<file path="src/hdl/pdht_pkg.sv">
// ----------------------------------------------------------------------------
// pdht_pkg: shared types and constants for the peak/hold level tracker
// Field widths, register indexes, reset values and the per-channel state
// record used by the store and the update logic.
// ----------------------------------------------------------------------------
package pdht_pkg;

    localparam int PDHT_CHANNELS = 8;   // default channel count, range 1..64

    localparam int CHAN_W      = 3;
    localparam int SAMPLE_W    = 24;
    localparam int LEVEL_W     = 24;
    localparam int COUNT_W     = 21;
    localparam int COEF_W      = 32;
    localparam int CFG_DATA_W  = 32;
    localparam int IN_TDATA_W  = 32;
    localparam int OUT_TDATA_W = 56;

    localparam logic [COEF_W-1:0]  DECAY_COEF_RESET  = 32'd4294915787;
    localparam logic [COUNT_W-1:0] HOLD_LENGTH_RESET = 21'd288000;

    typedef enum logic [0:0] {
        REG_DECAY_COEF  = 1'b0,
        REG_HOLD_LENGTH = 1'b1
    } cfg_reg_t;

    typedef struct packed {
        logic [COEF_W-1:0]  decay_coef;
        logic [COUNT_W-1:0] hold_length;
    } cfg_t;

    typedef struct packed {
        logic [LEVEL_W-1:0] peak;
        logic [LEVEL_W-1:0] hold;
        logic [COUNT_W-1:0] count;
    } chan_state_t;

endpackage

</file>
<file path="src/hdl/pdht_cfg_regs.sv">
// ----------------------------------------------------------------------------
// pdht_cfg_regs: configuration registers
// Holds the decay coefficient and the hold length, written through a plain
// write port.
// ----------------------------------------------------------------------------
module pdht_cfg_regs
    import pdht_pkg::*;
(
    input  logic                  aclk,
    input  logic                  aresetn,
    input  logic                  cfg_wr_en,
    input  logic [0:0]            cfg_addr,
    input  logic [CFG_DATA_W-1:0] cfg_wdata,
    output cfg_t                  cfg
);

    cfg_t cfg_reg;
    cfg_t cfg_next;

    always_comb begin
        cfg_next = cfg_reg;
        if (cfg_wr_en) begin
            unique case (cfg_reg_t'(cfg_addr))
                REG_DECAY_COEF:  cfg_next.decay_coef  = cfg_wdata[COEF_W-1:0];
                REG_HOLD_LENGTH: cfg_next.hold_length = cfg_wdata[COUNT_W-1:0];
                default:         cfg_next = cfg_reg;
            endcase
        end
    end

    always_ff @(posedge aclk) begin
        if (!aresetn) begin
            cfg_reg.decay_coef  <= DECAY_COEF_RESET;
            cfg_reg.hold_length <= HOLD_LENGTH_RESET;
        end else begin
            cfg_reg <= cfg_next;
        end
    end

    assign cfg = cfg_reg;

endmodule

</file>
<file path="src/hdl/pdht_chan_store.sv">
// ----------------------------------------------------------------------------
// pdht_chan_store: per-channel level state
// Decaying peak, held peak and hold countdown for each channel, one read
// port and one write port; cleared at reset.
// ----------------------------------------------------------------------------
module pdht_chan_store
    import pdht_pkg::*;
#(
    parameter  int CHANNELS = PDHT_CHANNELS,
    localparam int IDX_W    = (CHANNELS > 1) ? $clog2(CHANNELS) : 1
) (
    input  logic             aclk,
    input  logic             aresetn,
    input  logic [IDX_W-1:0] rd_idx,
    output chan_state_t      rd_state,
    input  logic             wr_en,
    input  logic [IDX_W-1:0] wr_idx,
    input  chan_state_t      wr_state
);

    chan_state_t state_reg [CHANNELS];

    always_ff @(posedge aclk) begin
        if (!aresetn) begin
            for (int i = 0; i < CHANNELS; i++) begin
                state_reg[i] <= '0;
            end
        end else if (wr_en) begin
            state_reg[wr_idx] <= wr_state;
        end
    end

    assign rd_state = state_reg[rd_idx];

endmodule

</file>
<file path="src/hdl/pdht_level_update.sv">
// ----------------------------------------------------------------------------
// pdht_level_update: one-sample level update
// Sample magnitude, decay of peak and held level, hold countdown.
// ----------------------------------------------------------------------------
module pdht_level_update
    import pdht_pkg::*;
(
    input  logic signed [SAMPLE_W-1:0] sample,
    input  cfg_t                       cfg,
    input  chan_state_t                cur_state,
    output chan_state_t                new_state
);

    function automatic logic [LEVEL_W-1:0] decay(input logic [LEVEL_W-1:0] level,
                                                 input logic [COEF_W-1:0]  coef);
        logic [LEVEL_W+COEF_W-1:0] prod;
        prod = {{COEF_W{1'b0}}, level} * {{LEVEL_W{1'b0}}, coef};
        return prod[LEVEL_W+COEF_W-1:COEF_W];
    endfunction

    logic [LEVEL_W-1:0] raw;
    logic [LEVEL_W-1:0] mag;
    logic [LEVEL_W-1:0] peak_dec;
    logic [LEVEL_W-1:0] hold_dec;

    // -2^23 wraps to 0x800000, which is its magnitude as unsigned
    assign raw      = sample;
    assign mag      = raw[LEVEL_W-1] ? (~raw + LEVEL_W'(1)) : raw;
    assign peak_dec = decay(cur_state.peak, cfg.decay_coef);
    assign hold_dec = decay(cur_state.hold, cfg.decay_coef);

    always_comb begin
        new_state.peak = (mag > peak_dec) ? mag : peak_dec;
        priority if (mag > cur_state.hold) begin
            new_state.hold  = mag;
            new_state.count = cfg.hold_length;
        end else if (cur_state.count != '0) begin
            new_state.hold  = cur_state.hold;
            new_state.count = cur_state.count - COUNT_W'(1);
        end else begin
            new_state.hold  = hold_dec;
            new_state.count = cur_state.count;
        end
    end

endmodule

</file>
<file path="src/hdl/peak_decay_hold_tracker_core.sv">
// ----------------------------------------------------------------------------
// peak_decay_hold_tracker_core: per-channel peak meter with hold and decay
// Input register, combinational channel update, result register.
// ----------------------------------------------------------------------------
// Accepts one sample per clock while the output is not stalled and returns one result per
// sample, passed through the input register and then the result register. The channel
// state lives in flip-flops and is read, updated and written back while the sample sits in
// the input register (two 24x32 decay multipliers in parallel, then compare and select), so
// consecutive samples of the same channel need no wait. A channel index at or above
// CHANNELS leaves all state alone and reports zero levels. Configuration writes must
// only be issued while no sample is in flight.
// ----------------------------------------------------------------------------
module peak_decay_hold_tracker_core
    import pdht_pkg::*;
#(
    parameter int CHANNELS = PDHT_CHANNELS   // 1..64
) (
    input  logic                   aclk,
    input  logic                   aresetn,
    // config
    input  logic                   cfg_wr_en,
    input  logic [0:0]             cfg_addr,
    input  logic [CFG_DATA_W-1:0]  cfg_wdata,
    // sample stream
    input  logic                   s_tvalid,
    output logic                   s_tready,
    input  logic [IN_TDATA_W-1:0]  s_tdata,   // [2:0] channel, [26:3] sample
    // level stream
    output logic                   m_tvalid,
    input  logic                   m_tready,
    output logic [OUT_TDATA_W-1:0] m_tdata    // [2:0] out_channel, [26:3] peak_level,
                                              // [50:27] hold_level
);

    localparam int IDX_W = (CHANNELS > 1) ? $clog2(CHANNELS) : 1;
    localparam int SEL_W = (IDX_W > CHAN_W) ? IDX_W : CHAN_W;

    cfg_t        cfg;
    chan_state_t cur_state;
    chan_state_t new_state;

    logic                       in_valid_reg, in_valid_next;
    logic [CHAN_W-1:0]          in_chan_reg;
    logic signed [SAMPLE_W-1:0] in_sample_reg;

    logic                out_valid_reg, out_valid_next;
    logic [CHAN_W-1:0]   out_chan_reg;
    logic [LEVEL_W-1:0]  out_peak_reg;
    logic [LEVEL_W-1:0]  out_hold_reg;

    logic             advance;
    logic             in_range;
    logic [SEL_W-1:0] chan_ext;
    logic [IDX_W-1:0] chan_idx;

    assign advance  = in_valid_reg && (!out_valid_reg || m_tready);
    assign s_tready = !in_valid_reg || advance;

    assign chan_ext = SEL_W'(in_chan_reg);
    assign chan_idx = chan_ext[IDX_W-1:0];
    assign in_range = (32'(in_chan_reg) < CHANNELS);

    pdht_cfg_regs u_cfg (
        .aclk      (aclk),
        .aresetn   (aresetn),
        .cfg_wr_en (cfg_wr_en),
        .cfg_addr  (cfg_addr),
        .cfg_wdata (cfg_wdata),
        .cfg       (cfg)
    );

    pdht_chan_store #(
        .CHANNELS (CHANNELS)
    ) u_store (
        .aclk     (aclk),
        .aresetn  (aresetn),
        .rd_idx   (chan_idx),
        .rd_state (cur_state),
        .wr_en    (advance && in_range),
        .wr_idx   (chan_idx),
        .wr_state (new_state)
    );

    pdht_level_update u_update (
        .sample    (in_sample_reg),
        .cfg       (cfg),
        .cur_state (cur_state),
        .new_state (new_state)
    );

    always_comb begin
        in_valid_next = in_valid_reg;
        if (s_tready) begin
            in_valid_next = s_tvalid;
        end
        out_valid_next = out_valid_reg;
        if (advance) begin
            out_valid_next = 1'b1;
        end else if (m_tready) begin
            out_valid_next = 1'b0;
        end
    end

    always_ff @(posedge aclk) begin
        if (!aresetn) begin
            in_valid_reg  <= 1'b0;
            out_valid_reg <= 1'b0;
        end else begin
            in_valid_reg  <= in_valid_next;
            out_valid_reg <= out_valid_next;
        end
    end

    always_ff @(posedge aclk) begin
        if (s_tvalid && s_tready) begin
            in_chan_reg   <= s_tdata[CHAN_W-1:0];
            in_sample_reg <= s_tdata[CHAN_W+SAMPLE_W-1:CHAN_W];
        end
        if (advance) begin
            out_chan_reg <= in_chan_reg;
            out_peak_reg <= in_range ? new_state.peak : '0;
            out_hold_reg <= in_range ? new_state.hold : '0;
        end
    end

    assign m_tvalid = out_valid_reg;
    assign m_tdata  = {(OUT_TDATA_W - CHAN_W - 2*LEVEL_W)'(0),
                       out_hold_reg, out_peak_reg, out_chan_reg};

    // a sample moved to the result stage shows up as valid next cycle
    a_advance_fills_out: assert property (@(posedge aclk) disable iff (!aresetn)
        advance |=> out_valid_reg)
        else $error("result stage not filled after update");

    // a stalled sample in the input stage is kept
    a_in_stage_holds: assert property (@(posedge aclk) disable iff (!aresetn)
        (in_valid_reg && !advance) |=> (in_valid_reg && $stable(in_chan_reg)
                                        && $stable(in_sample_reg)))
        else $error("input stage lost a stalled sample");

    // levels never exceed full scale
    a_level_range: assert property (@(posedge aclk) disable iff (!aresetn)
        out_valid_reg |-> (out_peak_reg <= 24'h800000 && out_hold_reg <= 24'h800000))
        else $error("level above full scale");

    // an item is taken only into an empty or draining input stage
    a_accept_when_free: assert property (@(posedge aclk) disable iff (!aresetn)
        (s_tvalid && s_tready) |-> (!in_valid_reg || advance))
        else $error("input stage overwritten");

endmodule
</file>
<file path="config.mk">
export PLATFORM = sky130hd
export DESIGN_NAME = peak_decay_hold_tracker_core
export DESIGN_NICKNAME = d
export VERILOG_FILES = /design/src/hdl/pdht_pkg.sv /design/src/hdl/pdht_cfg_regs.sv /design/src/hdl/pdht_chan_store.sv /design/src/hdl/pdht_level_update.sv /design/src/hdl/peak_decay_hold_tracker_core.sv
export SDC_FILE = /design/constraint.sdc
export NUM_CORES = 2
export LEC_CHECK = 0
export BUFFER_PORTS_ARGS = -buffer_cell sky130_fd_sc_hd__buf_2
export CORE_MARGIN = 2
export CORE_UTILIZATION = 40
export CTS_BUF_LIST = sky130_fd_sc_hd__clkbuf_4 sky130_fd_sc_hd__clkbuf_8 sky130_fd_sc_hd__clkbuf_16
export CTS_CLUSTER_DIAMETER = 100
export DETAILED_ROUTE_END_ITERATION = 6
export GPL_ROUTABILITY_DRIVEN = 0
export PLACE_DENSITY = 0.63
export SKIP_LAST_GASP = 1
export SYNTH_ARGS = -nofsm -noshare
export SYNTH_HDL_FRONTEND = slang
export SYNTH_HIERARCHICAL = 1
export SYNTH_SLANG_ARGS = --single-unit
</file>
<file path="constraint.sdc">
create_clock -name aclk -period 15 [get_ports aclk]
set_input_delay 1.5 -clock aclk [delete_from_list [all_inputs] [get_ports aclk]]
set_output_delay 1.5 -clock aclk [all_outputs]
set_load 0.01 [all_outputs]
</file>
After elaboration in Yosys (flattened, before gate mapping)
Memory sizes are Yosys's and may differ from the RTL's. A register that Yosys moved wholly into a read port is not among the register bits.
Index checks and enable logic that the tools add are counted.
- input bits: 70
- memory bits (writable): 552
- logic and storage cells: 43
- output and inout bits: 58
- memories: 1
- register bits after elaboration: 133
- multiply operators: 2
- bitwise operators: 2
- muxes and demuxes: 14
- order comparisons: 2
- reductions and logical operators: 11
- add/sub/neg operators: 2
- memory list (memory ; depth ; bits a word ; read ports ; clocked after memory_dff ; wr ports ; RTL line ; source):
    u_store.state_reg ; 8 ; 69 ; 1 ; 1 ; 8 ; pdht_chan_store.sv:21 ; chan_state_t state_reg [CHANNELS];
- operators by type and width (cell ; number):
    $mul A24 B32 Y56 ; 2
    $mux W45 ; 2
    $mux W69 ; 1
    $reduce_or A69 Y1 ; 1
    $gt A24 B24 Y1 ; 2
    $mux W24 ; 2
    $add A24 B1 Y24 const B ; 1
    $not A24 Y24 ; 1
    $reduce_bool A21 Y1 ; 1
    $sub A21 B1 Y21 const B ; 1
    $mux W1 ; 7
    $mux W3 ; 2
    $reduce_and A2 Y1 ; 2
    $logic_and A1 B1 Y1 ; 2
    $logic_not A1 Y1 ; 2
    $logic_or A1 B1 Y1 ; 2
    $reduce_bool A2 Y1 ; 1
    $not A1 Y1 ; 1

Longest topological paths before layout
- depth after elaboration: 8
- gate-level depth with buffers: 45
- mapped depth without buffers: 40

By module
Netlist, hierarchy kept.
- modules (own cells, without submodules) (module ; seq. area each (µm²) ; area each (µm²) ; cells each ; times used):
    pdht_level_update ; 0.0 ; 50304.5 ; 5819 ; 1
    pdht_chan_store ; 16575.9 ; 24334.6 ; 1559 ; 1
    peak_decay_hold_tracker_core ; 2382.3 ; 2487.4 ; 93 ; 1
    pdht_cfg_regs ; 1061.0 ; 2172.1 ; 234 ; 1

Worst setup path after synthesis
No wires, ideal clock.
- path kind: register -> register
- start: register in_chan_reg[0], in the netlist chan_ext[0]
- end: memory u_store/state_reg[0][45] (netlist bit), data pin
- setup time: 0.268 ns
- period minus slack after synthesis: 10.000 ns
- cell stages (with the launch flop): 42
- arrival: 9.732 ns
- buffers on the path: 5
- data required time: 14.732 ns
- setup slack: 5.000 ns
- path through: edfxtp_1 clkbuf_1 buf_6 buf_6 mux4_2 mux2_2 clkbuf_1 and2_1 fa_1 fa_1 inv_1 fa_1 inv_1 fa_1 inv_1 fa_1 inv_1 fa_1 (+6 left out) and4b_1 o2bb2ai_2 o211ai_2 a21oi_2 a211o_4 a31oi_4 xor2_2 ha_1 nand3_1 nor3_1 o31ai_1 o211ai_1 a21oi_1 a31oi_1 buf_2 mux2_2 clkinv_1 nor3_1
- RTL lines (item ; RTL line ; source):
    start, declared ; peak_decay_hold_tracker_core.sv:43 ; logic [CHAN_W-1:0] in_chan_reg;
    start signal, assigned ; peak_decay_hold_tracker_core.sv:116 ; in_chan_reg <= s_tdata[CHAN_W-1:0];
    end, declared ; pdht_chan_store.sv:21 ;

==> impl_metrics.csv <==
group,metric,value,unit
run_status,status,"completed",
synthesis,synth.avg_cell_area,10.3,sq um
layout,largest_reg_flops,552,
sta,relSlewSlack,0.175,
place,io_buffers,117,
flow_run,maxCapViolCount,0,
sta,hold_viol,0,
grt,grt_max_degree,108,
cts,cts_setup_buffers,0,
synthesis,synth_area,79300,sq um
synthesis,yosysSeqAreaShare,0.252,
cts,cts.path.max_buffers,3,
sta,tns,0,ns
synthesis,syn_inst,7705,
sta,drv_slew,0,
cts,clk_pin_slew,0.07,ns
floorplan,core_area,197000,sq um
worst_setup_path,reg2regPathDepth,35,
grt,grt_pass1_wl,358000,um
layout,nets,9277,
layout,drive_gt1_frac,0.0859,
worst_setup_path,crit_type,"flip-flop to flip-flop",
cts,tritoncts,"done",
route,drt_iter0_drc,4400,
route,first_pass_iters,5,
synthesis,async_flop_share,0,
sta,max_slew.worst_pin.slew,1.24,ns
sta,finalCritPeriodShare,0.864,
worst_setup_path,cp_slowest_stage_delay,0.88,ns
grt,grt_pass1_vias,60159,
route,drt-vias-per-instance,5.43,
route,drc,0,
min_path,hold-path-cell-count,2,
worst_setup_path,crit_fanout,75,
sta,clock.fmax,77.1,MHz
worst_setup_path,arrival,13.44,ns
layout,areaGrowthSynthToFinish,6.48,%
sta,skew,0.0462,ns
synthesis,ys_types,89,
floorplan,die_w,449,um
worst_setup_path,reg2reg_to,"u_store/state_reg[4][65]",
synthesis,synth-edff-count,630,
min_path,hp-start,"u_cfg/cfg[29]",
grt,grt_antenna_before_repair,13,
worst_setup_path,crit_slowest_cell,"a31oi_4",
cts,cts_buffers,67,
worst_setup_path,cp-start-kind,"flip-flop",
sta,rsz0062_at_grt,"false",
route,route.vias.total,55368,
cts,post_cts_resized,0,
worst_setup_path,cpMostUsedCell,"fa_1",
min_path,hold_class,"flip-flop to flip-flop",
synthesis,synth_warnings,6,
floorplan,num_rows,163,
min_path,min_to,"u_cfg/cfg[29]",
worst_setup_path,worstSetupEndpointType,"flip-flop",
place,dp_hpwl,159000,um
synthesis,ys.flop_type,"edfxtp_1",
worst_setup_path,timing.rr.start,"chan_ext[0]",
worst_setup_path,r2r_setup_slack,2.04,ns
cts,clock_latency,0.68,ns
sta,post-route-min-period,12.96,ns
floorplan,io_pins,128,
route,ant_nets,0,
route,wl,232000,um
floorplan,initial_core_util,0.402,
cts,holdBufCountCts,0,
cts,cts_num_sinks,685,
cts,cts-root-buf,"clkbuf_16",
route,routedWlPerCell,22.8,um
floorplan,die-area,202000,sq um
grt,grt_overflow,0,
floorplan,die_h,449,um
grt,grt_usage,0.232,
worst_setup_path,crit_required,15.48,ns
sta,setup_viol,0,
synthesis,synth-seq-cells,685,
cts,h-tree-depth,3,
layout,fillers,18661,
layer usage:
metal	up-vias	part of all wire	track usage
met3	580	0.070	0.0329
met4	2	0.064	0.128
met1	28679	0.38	0.283
met5	-	0.000056	0
met2	2324	0.49	0.396
li1	23783	-	-
critical path: cells and delay by family, from the launching register on:
| family | cells | cell delay (ns) |
|---|---|---|
| buffers and inverters | 6 | 1.17 |
| adders and majority gates | 9 | 4.10 |
| DFF | 1 | 0.37 |
| and+or+nand+nor | 4 | 1.14 |
| AOI/OAI and AO/OA | 12 | 3.56 |
| xor gates and xnor gates | 1 | 0.31 |
| muxes | 3 | 1.96 |
cell type report:
cell class | count | area [sq um] | area share
antenna | 7 | 17.5 | 0.000207
clock buffer | 78 | 1810 | 0.0215
clock inverter | 45 | 428 | 0.00507
inverter | 1504 | 5650 | 0.0669
multi-input combinational | 4983 | 51600 | 0.611
sequential | 685 | 20100 | 0.238
tap | 2640 | 3300 | 0.0391
timing repair buffer | 246 | 1590 | 0.0189
cell families (layout without fill, tap and decap cells):
group                      count (synthesis)  in the layout  synth area share
muxes                                    246            246            0.0540
and+or+nand+nor                         2494           2494             0.153
other                                      1             12         0.0000473
DFF                                      685            685             0.252
adders and majority gates               1720           1720             0.396
AOI/OAI and AO/OA                        431            431            0.0351
buffers and inverters                   2041           1873            0.0998
xor gates and xnor gates                  87             87           0.00970
worst max-delay path by stage:
stage,end,from,slack [ns],cells past startpoint
after global routing,u_store/state_reg[7][65],chan_ext[0],1.47,35
final,u_store/state_reg[4][65],chan_ext[0],2.04,35
after floorplan,u_store/state_reg[0][45],chan_ext[0],5.00,41
after CTS,u_store/state_reg[4][65],chan_ext[0],2.10,35
after detailed placement,u_store/state_reg[4][65],chan_ext[0],2.20,35
after global placement,u_store/state_reg[1][65],chan_ext[0],2.33,35
metrics by stage:
stage                      util  std cells  instance area, sq um  setup slack (ns)  hold slack [ns]
final                     0.428      10188                 84400              2.04            0.469
after global routing      0.428      10186                 84400              1.47            0.486
after CTS                 0.428      10181                 84400              2.10            0.475
after detailed placement  0.417      10058                 82200              2.20            0.457
after global placement    0.417      10058                 82200              2.33            0.443
after floorplan               -       7709                 79300              5.00            0.429
cells in the final DEF (no fill, tap or decap), types with 116 or more instances in the layout:
| master | count |
|---|---|
| buf_2 | 116 |
| ha_1 | 406 |
| nand2_1 | 1084 |
| mux4_2 | 138 |
| edfxtp_1 | 630 |
| inv_1 | 1435 |
| fa_1 | 1314 |
| and2_1 | 577 |
| a21oi_1 | 116 |
| nor3_1 | 580 |
| buf_4 | 127 |
cell usage after synthesis, types with 4 or more instances:
cell type  count  area share
nor3_1       580       0.037
o21a_1        11      0.0010
mux2_2        72       0.010
o21bai_1      16      0.0015
nand2_1     1085       0.051
a22oi_1        4     0.00038
o2111ai_1      7     0.00077
or4_1          4     0.00038
a31oi_1       10     0.00079
o211ai_1      36      0.0034
o21ai_1       32      0.0020
buf_4          5     0.00047
a211oi_1      15      0.0014
xnor2_1       47      0.0052
o211ai_2       7      0.0011
clkinv_1      69      0.0033
buf_2         49      0.0031
and2_1       577       0.046
a21oi_1      117      0.0074
a21o_1        47      0.0044
and3_1        10     0.00079
nand4b_1       4     0.00044
mux2i_1       36      0.0045
nand3_1       41      0.0026
nor4_1        12     0.00095
and4_1         7     0.00077
o31ai_1       10     0.00095
buf_6         22      0.0031
xor2_1        39      0.0043
clkbuf_1     435       0.021
edfxtp_1     630        0.24
dfxtp_1       55       0.014
ha_1         406       0.064
or3_1          6     0.00047
inv_1       1435       0.068
mux4_2       138       0.039
nand4_1       38      0.0030
fa_1        1314        0.33
o21ai_0       81      0.0051
nor2b_1       22      0.0017
nand2b_1      10     0.00079
nor2_1        48      0.0023
a311oi_1       4     0.00044
nand3b_1      27      0.0026
buf_1         25      0.0012
Power is not shown: default switching activity piles up to over one toggle a cycle in this logic, so the estimate is an artifact.
